==> config.mk <==
export PLATFORM = sky130hd
export DESIGN_NAME = signed_integer_to_radix_digits
export DESIGN_NICKNAME = d
export VERILOG_FILES = /design/src/hw/rtl/sird_pkg.sv /design/src/hw/rtl/sird_ram.sv /design/src/hw/rtl/sird_ctrl.sv /design/src/hw/rtl/sird_dp.sv /design/src/hw/rtl/signed_integer_to_radix_digits.sv
export SDC_FILE = /design/constraint.sdc
export NUM_CORES = 1
export LEC_CHECK = 0
export BUFFER_PORTS_ARGS = -buffer_cell sky130_fd_sc_hd__buf_2
export CORE_UTILIZATION = 55
export CTS_CLUSTER_DIAMETER = 60
export DETAILED_ROUTE_END_ITERATION = 10
export GPL_ROUTABILITY_DRIVEN = 0
export PLACE_DENSITY = 0.68
export SETUP_SLACK_MARGIN = 0.3
export SLEW_MARGIN = 20
export SYNTH_ARGS = -nofsm -noshare
export SYNTH_HDL_FRONTEND = slang
export SYNTH_SLANG_ARGS = --single-unit
==> constraint.sdc <==
create_clock -name i_clk -period 10.55 [get_ports i_clk]
set_clock_uncertainty 0.2 [all_clocks]
set_input_delay 2.11 -clock i_clk [delete_from_list [all_inputs] [get_ports i_clk]]
set_output_delay 2.11 -clock i_clk [all_outputs]
set_load 0.005 [all_outputs]
==> src/hw/rtl/sird_pkg.sv <==
// Package for the signed integer to radix digits block: widths, types and the state encoding.
`timescale 1ns / 1ps
package sird_pkg;

    localparam int VALUE_W        = 32;
    localparam int RADIX_W        = 9;
    localparam int DIGIT_W        = 8;
    localparam int RADIX_RESET    = 10;
    localparam int MIN_RADIX      = 2;
    localparam int DEF_MAX_RADIX  = 256;
    localparam int DEF_MAX_DIGITS = 32;
    localparam int BITS_PER_CYC   = 4;
    localparam int DIV_STEPS      = VALUE_W / BITS_PER_CYC;
    localparam int STEP_W         = $clog2(DIV_STEPS);

    typedef enum logic [2:0] {
        S_IDLE,
        S_ERR,
        S_DIV,
        S_WR,
        S_RD,
        S_OUT
    } t_state;

    typedef struct packed {
        logic accept;
        logic div_en;
        logic wr_en;
        logic rd_first;
        logic rd_next;
        logic emit_err;
        logic emit_digit;
    } t_cmd;

    typedef struct packed {
        logic base_bad;
        logic step_last;
        logic digits_done;
        logic idx_zero;
    } t_status;

endpackage

==> src/hw/rtl/sird_ram.sv <==
// Generic single-write, single-read RAM with registered read data.
`timescale 1ns / 1ps
module sird_ram #(
    parameter int WIDTH = 8,
    parameter int DEPTH = 32
) (
    input  logic                     i_clk,
    input  logic                     i_we,
    input  logic [$clog2(DEPTH)-1:0] i_waddr,
    input  logic [WIDTH-1:0]         i_wdata,
    input  logic                     i_re,
    input  logic [$clog2(DEPTH)-1:0] i_raddr,
    output logic [WIDTH-1:0]         o_rdata
);

    logic [WIDTH-1:0] r_mem [DEPTH];
    logic [WIDTH-1:0] r_rdata;

    always_ff @(posedge i_clk) begin
        if (i_we) begin
            r_mem[i_waddr] <= i_wdata;
        end
        if (i_re) begin
            r_rdata <= r_mem[i_raddr];
        end
    end

    assign o_rdata = r_rdata;

endmodule

==> src/hw/rtl/sird_ctrl.sv <==
// Controller FSM: sequences accept, bad-radix error, divide, digit write and read-out.
`timescale 1ns / 1ps
module sird_ctrl (
    input  logic              i_clk,
    input  logic              i_rst_n,
    input  logic              i_start,
    input  sird_pkg::t_status i_status,
    output sird_pkg::t_cmd    o_cmd,
    output logic              o_busy
);

    import sird_pkg::*;

    t_state r_state;
    t_state n_state;

    always_ff @(posedge i_clk) begin
        if (!i_rst_n) begin
            r_state <= S_IDLE;
        end else begin
            r_state <= n_state;
        end
    end

    always_comb begin
        n_state = r_state;
        case (r_state)
            S_IDLE: begin
                if (i_start) begin
                    n_state = i_status.base_bad ? S_ERR : S_DIV;
                end
            end
            S_ERR: n_state = S_IDLE;
            S_DIV: begin
                if (i_status.step_last) begin
                    n_state = S_WR;
                end
            end
            S_WR: n_state = i_status.digits_done ? S_RD : S_DIV;
            S_RD: n_state = S_OUT;
            S_OUT: begin
                if (i_status.idx_zero) begin
                    n_state = S_IDLE;
                end
            end
            default: n_state = S_IDLE;
        endcase
    end

    always_comb begin
        o_cmd            = '0;
        o_busy           = 1'b1;
        case (r_state)
            S_IDLE: begin
                o_busy       = 1'b0;
                o_cmd.accept = i_start;
            end
            S_ERR:   o_cmd.emit_err = 1'b1;
            S_DIV:   o_cmd.div_en   = 1'b1;
            S_WR:    o_cmd.wr_en    = 1'b1;
            S_RD:    o_cmd.rd_first = 1'b1;
            S_OUT: begin
                o_cmd.emit_digit = 1'b1;
                o_cmd.rd_next    = 1'b1;
            end
            default: o_busy = 1'b0;
        endcase
    end

`ifndef SYNTH
    a_err_single: assert property (@(posedge i_clk) disable iff (!i_rst_n)
        r_state == S_ERR |=> r_state == S_IDLE)
        else $error("error result not followed by idle");
    a_last_ends: assert property (@(posedge i_clk) disable iff (!i_rst_n)
        (r_state == S_OUT && i_status.idx_zero) |=> r_state == S_IDLE)
        else $error("digits emitted after last");
    a_bad_goes_err: assert property (@(posedge i_clk) disable iff (!i_rst_n)
        (r_state == S_IDLE && i_start && i_status.base_bad) |=> r_state == S_ERR)
        else $error("bad radix item did not take error path");
`endif

endmodule

==> src/hw/rtl/sird_dp.sv <==
// Datapath: radix register, 4-bit-per-cycle restoring divider, digit store and result ports.
`timescale 1ns / 1ps
module sird_dp #(
    parameter int MAX_RADIX  = sird_pkg::DEF_MAX_RADIX,
    parameter int MAX_DIGITS = sird_pkg::DEF_MAX_DIGITS
) (
    input  logic                                i_clk,
    input  logic                                i_rst_n,
    input  logic                                i_cfg_we,
    input  logic [sird_pkg::RADIX_W-1:0]        i_cfg_data,
    input  logic signed [sird_pkg::VALUE_W-1:0] i_value,
    input  sird_pkg::t_cmd                      i_cmd,
    output sird_pkg::t_status                   o_status,
    output logic                                o_strobe,
    output logic [sird_pkg::DIGIT_W-1:0]        o_digit,
    output logic                                o_negative,
    output logic                                o_bad_radix,
    output logic                                o_last
);

    import sird_pkg::*;

    localparam int AW = $clog2(MAX_DIGITS);
    localparam int CW = $clog2(MAX_DIGITS + 1);
    localparam int CAP_I = (MAX_RADIX < (1 << RADIX_W)) ? MAX_RADIX : (1 << RADIX_W) - 1;
    localparam logic [RADIX_W-1:0] BASE_CAP = RADIX_W'(CAP_I);

    logic [RADIX_W-1:0] r_radix;
    logic [RADIX_W-1:0] r_base;
    logic [RADIX_W-1:0] r_rem;
    logic [VALUE_W-1:0] r_q;
    logic [STEP_W-1:0]  r_step;
    logic [CW-1:0]      r_cnt;
    logic [AW-1:0]      r_idx;
    logic               r_neg;

    logic [RADIX_W-1:0] n_rem;
    logic [VALUE_W-1:0] n_q;
    logic [RADIX_W:0]   w_try;
    logic [RADIX_W-1:0] w_base;
    logic [VALUE_W-1:0] w_raw;
    logic [VALUE_W-1:0] w_mag;
    logic [CW-1:0]      w_cnt_m1;
    logic [AW-1:0]      w_raddr;
    logic [DIGIT_W-1:0] w_rdata;

    assign w_base = (r_radix > BASE_CAP) ? BASE_CAP : r_radix;
    assign w_raw  = i_value;
    assign w_mag  = w_raw[VALUE_W-1] ? (~w_raw + 1'b1) : w_raw;

    always_ff @(posedge i_clk) begin
        if (!i_rst_n) begin
            r_radix <= RADIX_W'(RADIX_RESET);
        end else if (i_cfg_we) begin
            r_radix <= i_cfg_data;
        end
    end

    always_comb begin
        n_rem = r_rem;
        n_q   = r_q;
        w_try = '0;
        for (int i = 0; i < BITS_PER_CYC; i++) begin
            w_try = {n_rem, n_q[VALUE_W-1]};
            n_q   = {n_q[VALUE_W-2:0], 1'b0};
            if (w_try >= {1'b0, r_base}) begin
                w_try  = w_try - {1'b0, r_base};
                n_q[0] = 1'b1;
            end
            n_rem = w_try[RADIX_W-1:0];
        end
    end

    always_ff @(posedge i_clk) begin
        if (!i_rst_n) begin
            r_cnt  <= '0;
            r_step <= '0;
            r_idx  <= '0;
        end else begin
            if (i_cmd.accept) begin
                r_cnt  <= '0;
                r_step <= '0;
            end
            if (i_cmd.div_en) begin
                r_step <= o_status.step_last ? '0 : r_step + 1'b1;
            end
            if (i_cmd.wr_en) begin
                r_cnt <= r_cnt + 1'b1;
            end
            if (i_cmd.rd_first || i_cmd.rd_next) begin
                r_idx <= w_raddr;
            end
        end
    end

    always_ff @(posedge i_clk) begin
        if (i_cmd.accept) begin
            r_neg  <= w_raw[VALUE_W-1];
            r_base <= w_base;
            r_q    <= w_mag;
            r_rem  <= '0;
        end
        if (i_cmd.div_en) begin
            r_q   <= n_q;
            r_rem <= n_rem;
        end
        if (i_cmd.wr_en) begin
            r_rem <= '0;
        end
    end

    assign w_cnt_m1 = r_cnt - 1'b1;
    assign w_raddr  = i_cmd.rd_first ? w_cnt_m1[AW-1:0] : r_idx - 1'b1;

    sird_ram #(
        .WIDTH (DIGIT_W),
        .DEPTH (MAX_DIGITS)
    ) u_store (
        .i_clk   (i_clk),
        .i_we    (i_cmd.wr_en),
        .i_waddr (r_cnt[AW-1:0]),
        .i_wdata (r_rem[DIGIT_W-1:0]),
        .i_re    (i_cmd.rd_first || i_cmd.rd_next),
        .i_raddr (w_raddr),
        .o_rdata (w_rdata)
    );

    assign o_status.base_bad    = r_radix < RADIX_W'(MIN_RADIX);
    assign o_status.step_last   = r_step == STEP_W'(DIV_STEPS - 1);
    assign o_status.digits_done = (r_q == '0) || (r_cnt == CW'(MAX_DIGITS - 1));
    assign o_status.idx_zero    = r_idx == '0;

    assign o_strobe    = i_cmd.emit_err || i_cmd.emit_digit;
    assign o_digit     = i_cmd.emit_digit ? w_rdata : '0;
    assign o_negative  = r_neg;
    assign o_bad_radix = i_cmd.emit_err;
    assign o_last      = i_cmd.emit_err || (i_cmd.emit_digit && o_status.idx_zero);

`ifndef SYNTH
    a_cnt_bound: assert property (@(posedge i_clk) disable iff (!i_rst_n)
        i_cmd.wr_en |-> r_cnt < CW'(MAX_DIGITS))
        else $error("digit store overrun");
    a_rem_below_base: assert property (@(posedge i_clk) disable iff (!i_rst_n)
        (i_cmd.div_en || i_cmd.wr_en) |-> r_rem < r_base)
        else $error("remainder not below base");
    a_accept_clears: assert property (@(posedge i_clk) disable iff (!i_rst_n)
        i_cmd.accept |=> (r_cnt == '0 && r_step == '0))
        else $error("count not cleared on accept");
`endif

endmodule

==> src/hw/rtl/signed_integer_to_radix_digits.sv <==
// Top level: signed integer to radix digits converter, controller plus datapath.
//
// Channel  Direction  Handshake                    Payload
// cfg      in         i_cfg_valid / o_cfg_ready    i_cfg_data (radix)
// cmd      in         start & !busy                i_value
// result   out        o_strobe, one cycle          o_digit o_negative o_bad_radix o_last
//
// Bad radix: result in the cycle after the item is taken, busy only while it shows.
// Otherwise each digit comes from the divider (4 quotient bits a cycle, then
// a digit store write); after a read setup state, one digit goes out per cycle.
// Synchronous reset sets radix to 10 and the controller idle.
// Results cannot be stalled; cfg is ready only while idle.
`timescale 1ns / 1ps
module signed_integer_to_radix_digits #(
    parameter int MAX_RADIX  = sird_pkg::DEF_MAX_RADIX,
    parameter int MAX_DIGITS = sird_pkg::DEF_MAX_DIGITS
) (
    input  logic                                i_clk,
    input  logic                                i_rst_n,
    input  logic                                i_cfg_valid,
    output logic                                o_cfg_ready,
    input  logic [sird_pkg::RADIX_W-1:0]        i_cfg_data,
    input  logic                                start,
    output logic                                busy,
    input  logic signed [sird_pkg::VALUE_W-1:0] i_value,
    output logic                                o_strobe,
    output logic [sird_pkg::DIGIT_W-1:0]        o_digit,
    output logic                                o_negative,
    output logic                                o_bad_radix,
    output logic                                o_last
);

    import sird_pkg::*;

    t_cmd    w_cmd;
    t_status w_status;

    assign o_cfg_ready = !busy;

    sird_ctrl u_ctrl (
        .i_clk    (i_clk),
        .i_rst_n  (i_rst_n),
        .i_start  (start),
        .i_status (w_status),
        .o_cmd    (w_cmd),
        .o_busy   (busy)
    );

    sird_dp #(
        .MAX_RADIX  (MAX_RADIX),
        .MAX_DIGITS (MAX_DIGITS)
    ) u_dp (
        .i_clk       (i_clk),
        .i_rst_n     (i_rst_n),
        .i_cfg_we    (i_cfg_valid && o_cfg_ready),
        .i_cfg_data  (i_cfg_data),
        .i_value     (i_value),
        .i_cmd       (w_cmd),
        .o_status    (w_status),
        .o_strobe    (o_strobe),
        .o_digit     (o_digit),
        .o_negative  (o_negative),
        .o_bad_radix (o_bad_radix),
        .o_last      (o_last)
    );

endmodule

==> out/qor.txt <==
==================================================================================================
TritonCTS Sinks                                                                                341
Standard-cell row count                                                                         62
Drt first-iter violations                                                                      883
Congestion Overflow GR                                                                           0
Worst Max-Slew Pin Slew                                                                    1050 ps
Number of I/O port buffers                                                                      58
Total setup buffers inserted after CTS                                                           0
Antenna Diode Count                                                                              0
End point of the critical path                                                        u_dp.r_rem[0]$_SDFFE_PP0P_
Root buffer cell                                                                      sky130_fd_sc_hd__clkbuf_16
Main flop type after synthesis                                                        sky130_fd_sc_hd__edfxtp_1
Worst reg2reg path depth                                                                        33
Most frequent CP cell                                                                 sky130_fd_sc_hd__a21oi_1
Cell count after synthesis                                                                   1,131
Flop2flop setup slack                                                                      1490 ps
Final total negative setup slack                                                              0 ps
Unrepaired setup endpoints after global routing                                              false
Async S/R FF share, synth                                                                       0%
Number of hold-slack violations in the final timing report                                       0
PD cells                                                                                343 mW/mm²
Area Overhead vs Synth                                                                       12.2%
Count of H-tree levels built during CTS                                                          2
Worst setup path category                                                               reg -> reg
Maximum VDD drop                                                                            424 µV
GRT Overall Usage                                                                            24.4%
Most numerous cell types in the synthesized netlist                                   sky130_fd_sc_hd__edfxtp_1 (306), sky130_fd_sc_hd__nand2_1 (94), sky130_fd_sc_hd__nor2_1 (81), sky130_fd_sc_hd__o21ai_0 (70), sky130_fd_sc_hd__mux4_2 (64)
Final worst-path cycle share                                                                 85.9%
Inserted Clock Buffers                                                                          38
Number of top-level pins                                                                        59
Antenna violations before repair                                                                 0
Hold Buf Count CTS                                                                               0
Most instantiated library cell after synthesis                                        sky130_fd_sc_hd__edfxtp_1
Routed wire length                                                                       35,600 µm
Number of different library cells in the post-synthesis netlist                                 62
Worst rel slew slack                                                                         29.9%
Synth area leaders                                                                    sky130_fd_sc_hd__edfxtp_1 (57%), sky130_fd_sc_hd__mux4_2 (9.0%), sky130_fd_sc_hd__dfxtp_1 (4.4%)
Largest net degree at the start of global routing                                               64
Biggest area consumer among synthesized cells                                         sky130_fd_sc_hd__edfxtp_1
Number of maximum-capacitance violations                                                         0
CTS resizes                                                                                      0
Number of storage elements in the synthesis netlist                                            341
Clock transition time at the flip-flop clock pins of the worst setup and hold paths          60 ps
Width of the die                                                                            173 µm
Routed vias/inst                                                                              5.98
Core utilization of the finished layout                                                      62.8%
Worst Setup End Kind                                                                          flop
HPWL after detailed placement                                                            23,100 µm
Max Fclk                                                                                   110 MHz
Critical register-to-register path endpoint                                           u_dp.r_rem[0]$_SDFFE_PP0P_
Number of synthesis warnings                                                                     0
Slowest stage cell on the critical path                                               sky130_fd_sc_hd__a211oi_4
Placed Area                                                                             0.0168 mm²
Drt first pass iters                                                                             5
Top-area cell type share of the netlist area                                                 57.1%
Status                                                                                complete, no violations
Startpoint kind of the worst setup timing path                                                flop
Area of all placed cells without fillers                                                0.0181 mm²
Total power consumption of the routed design                                               6.20 mW
Reg-to-reg critical path startpoint                                                   u_dp.r_rem[2]$_SDFFE_PP0P_
Final critical delay including setup and external delays                                   9060 ps
Largest stage delay on the critical path                                                    500 ps
Total via count in the routed design                                                         9,628
Core area                                                                               0.0288 mm²
Average cell area after synthesis                                                         14.2 µm²
Remaining antenna violation count                                                                0
Count of pins over their slew limit                                                              0
Path class of the lowest-slack min-delay path                                           reg -> reg
Count of flip-flops with a built-in enable after synthesis                                     306
Clock Path Buffers                                                                               3
Final setup fails                                                                                0
Clock tree from TritonCTS                                                                      yes
Timing startpoint of the critical path                                                u_dp.r_rem[2]$_SDFFE_PP0P_
Clock latency of the later-clocked register in the worst-skew pair                          530 ps
Wire length of the first global-routing pass                                             55,400 µm
Static leakage                                                                             6.50 nW
Drc violations                                                                                   0
Largest driver fanout on the critical path                                                      35
Height of the die                                                                           173 µm
Number of nets in the synthesized netlist                                                    1,224
Post-layout net count                                                                        1,290
Initial cell density of the core                                                             55.9%
Crit path arrival time                                                                     9280 ps
Data required time of the critical path                                                  10,760 ps
Post-synth design cell area                                                             0.0161 mm²
Layout cell share with drive strength beyond 1                                               20.1%
Portion of the post-synthesis area used by sequential elements                               61.4%
Die Outline Area                                                                        0.0300 mm²
Filler cells                                                                                 2,168
Via count of the first global-routing pass                                                   9,760
Routed wire length per instance                                                            22.1 µm
==================================================================================================
[report_power, final]
group / switching [mW] / leakage [nW] / internal, mW
Sequential: 0.0298 / 3.11 / 1.64
Clock: 0.537 / 0.605 / 0.760
Combinational: 1.80 / 2.79 / 1.44
[sequential cells by signal, summed over array words and instances (netlist names)]
signal / flops
u_dp.r_idx: 5
u_ctrl.r_state: 3
u_dp.o_negative: 1
u_dp.r_rem: 9
u_dp.r_step: 3
u_dp.r_radix: 9
u_dp.r_cnt: 6
u_dp.u_store.o_rdata: 8
u_dp.r_q: 32
u_dp.u_store.r_mem: 256
u_dp.r_base: 9
[per-stage QoR]
step / setup slack (ps) / hold WS, ps / instances
2_1_floorplan: 2360 / 242 / 1131
3_3_place_gp: 1900 / 272 / 1541
3_5_place_dp: 1680 / 293 / 1541
4_1_cts: 1620 / 305 / 1610
5_1_grt: 913 / 331 / 1610
6_report: 1490 / 302 / 1610
[routing by layer]
metal | wire [µm] | GRT usage, % | part of all wire [%] | vias to the layer above
met5 | 0 | 0 | 0 | -
met4 | 1000 | 8.19 | 2.8 | 0
met3 | 2230 | 4.31 | 6.3 | 71
met2 | 17000 | 39.3 | 48 | 329
met1 | 15300 | 33.7 | 43 | 4768
li1 | - | - | - | 4460
[worst max-delay path: cells and delay by family (launching register included)]
family | cells | cell delay (ps)
flops | 1 | 300
compound gates | 18 | 4460
simple gates | 4 | 950
buf+inv | 3 | 680
fa+ha+maj | 4 | 1310
mux | 4 | 1020
[how the worst min path moves through the flow]
stage	from	to	slack [ps]	cells after the start
floorplan	u_dp.r_rem[8]$_SDFFE_PP0P_	u_dp.r_rem[8]$_SDFFE_PP0P_	240	2
global placement	u_dp.r_idx[3]$_SDFFE_PN0P_	u_dp.r_idx[3]$_SDFFE_PN0P_	270	2
detailed placement	u_dp.r_radix[3]$_SDFFE_PN1P_	u_dp.r_radix[3]$_SDFFE_PN1P_	290	2
CTS	u_dp.r_idx[3]$_SDFFE_PN0P_	u_dp.r_idx[3]$_SDFFE_PN0P_	300	2
global route	u_dp.r_idx[3]$_SDFFE_PN0P_	u_dp.r_idx[3]$_SDFFE_PN0P_	330	2
finish	u_dp.r_radix[3]$_SDFFE_PN1P_	u_dp.r_radix[3]$_SDFFE_PN1P_	300	2
[kinds of logic (layout without fill, tap and decap cells)]
kind of cell / Yosys count / in the layout / synth area share, %
and+or+nand+nor: 294 / 294 / 8.77
buffers and inverters: 79 / 174 / 2.01
xor gates and xnor gates: 57 / 57 / 3.10
adders and majority gates: 48 / 48 / 3.92
AOI/OAI and AO/OA: 173 / 173 / 6.92
muxes: 139 / 139 / 13.9
DFF: 341 / 341 / 61.4
[final cells by class]
cell class / count / area, µm² / share of cell area, %
flip-flops and latches: 341 / 9890 / 54.7
multi-input cells: 711 / 5930 / 32.8
clock buffers: 51 / 1050 / 5.82
well taps: 384 / 480 / 2.66
repair buffers: 75 / 422 / 2.33
clock inverters: 18 / 191 / 1.06
inverters: 30 / 113 / 0.623
[placed cells by master, fill, tap and decap left out, types with 38 or more instances in the layout]
master / n
sky130_fd_sc_hd__nand2_1: 94
sky130_fd_sc_hd__xor2_1: 38
sky130_fd_sc_hd__ha_1: 43
sky130_fd_sc_hd__clkbuf_16: 39
sky130_fd_sc_hd__mux4_2: 64
sky130_fd_sc_hd__buf_2: 58
sky130_fd_sc_hd__o21ai_0: 70
sky130_fd_sc_hd__edfxtp_1: 306
sky130_fd_sc_hd__nor2_1: 81
sky130_fd_sc_hd__mux2i_1: 42
(Power assumes the default switching activity.)
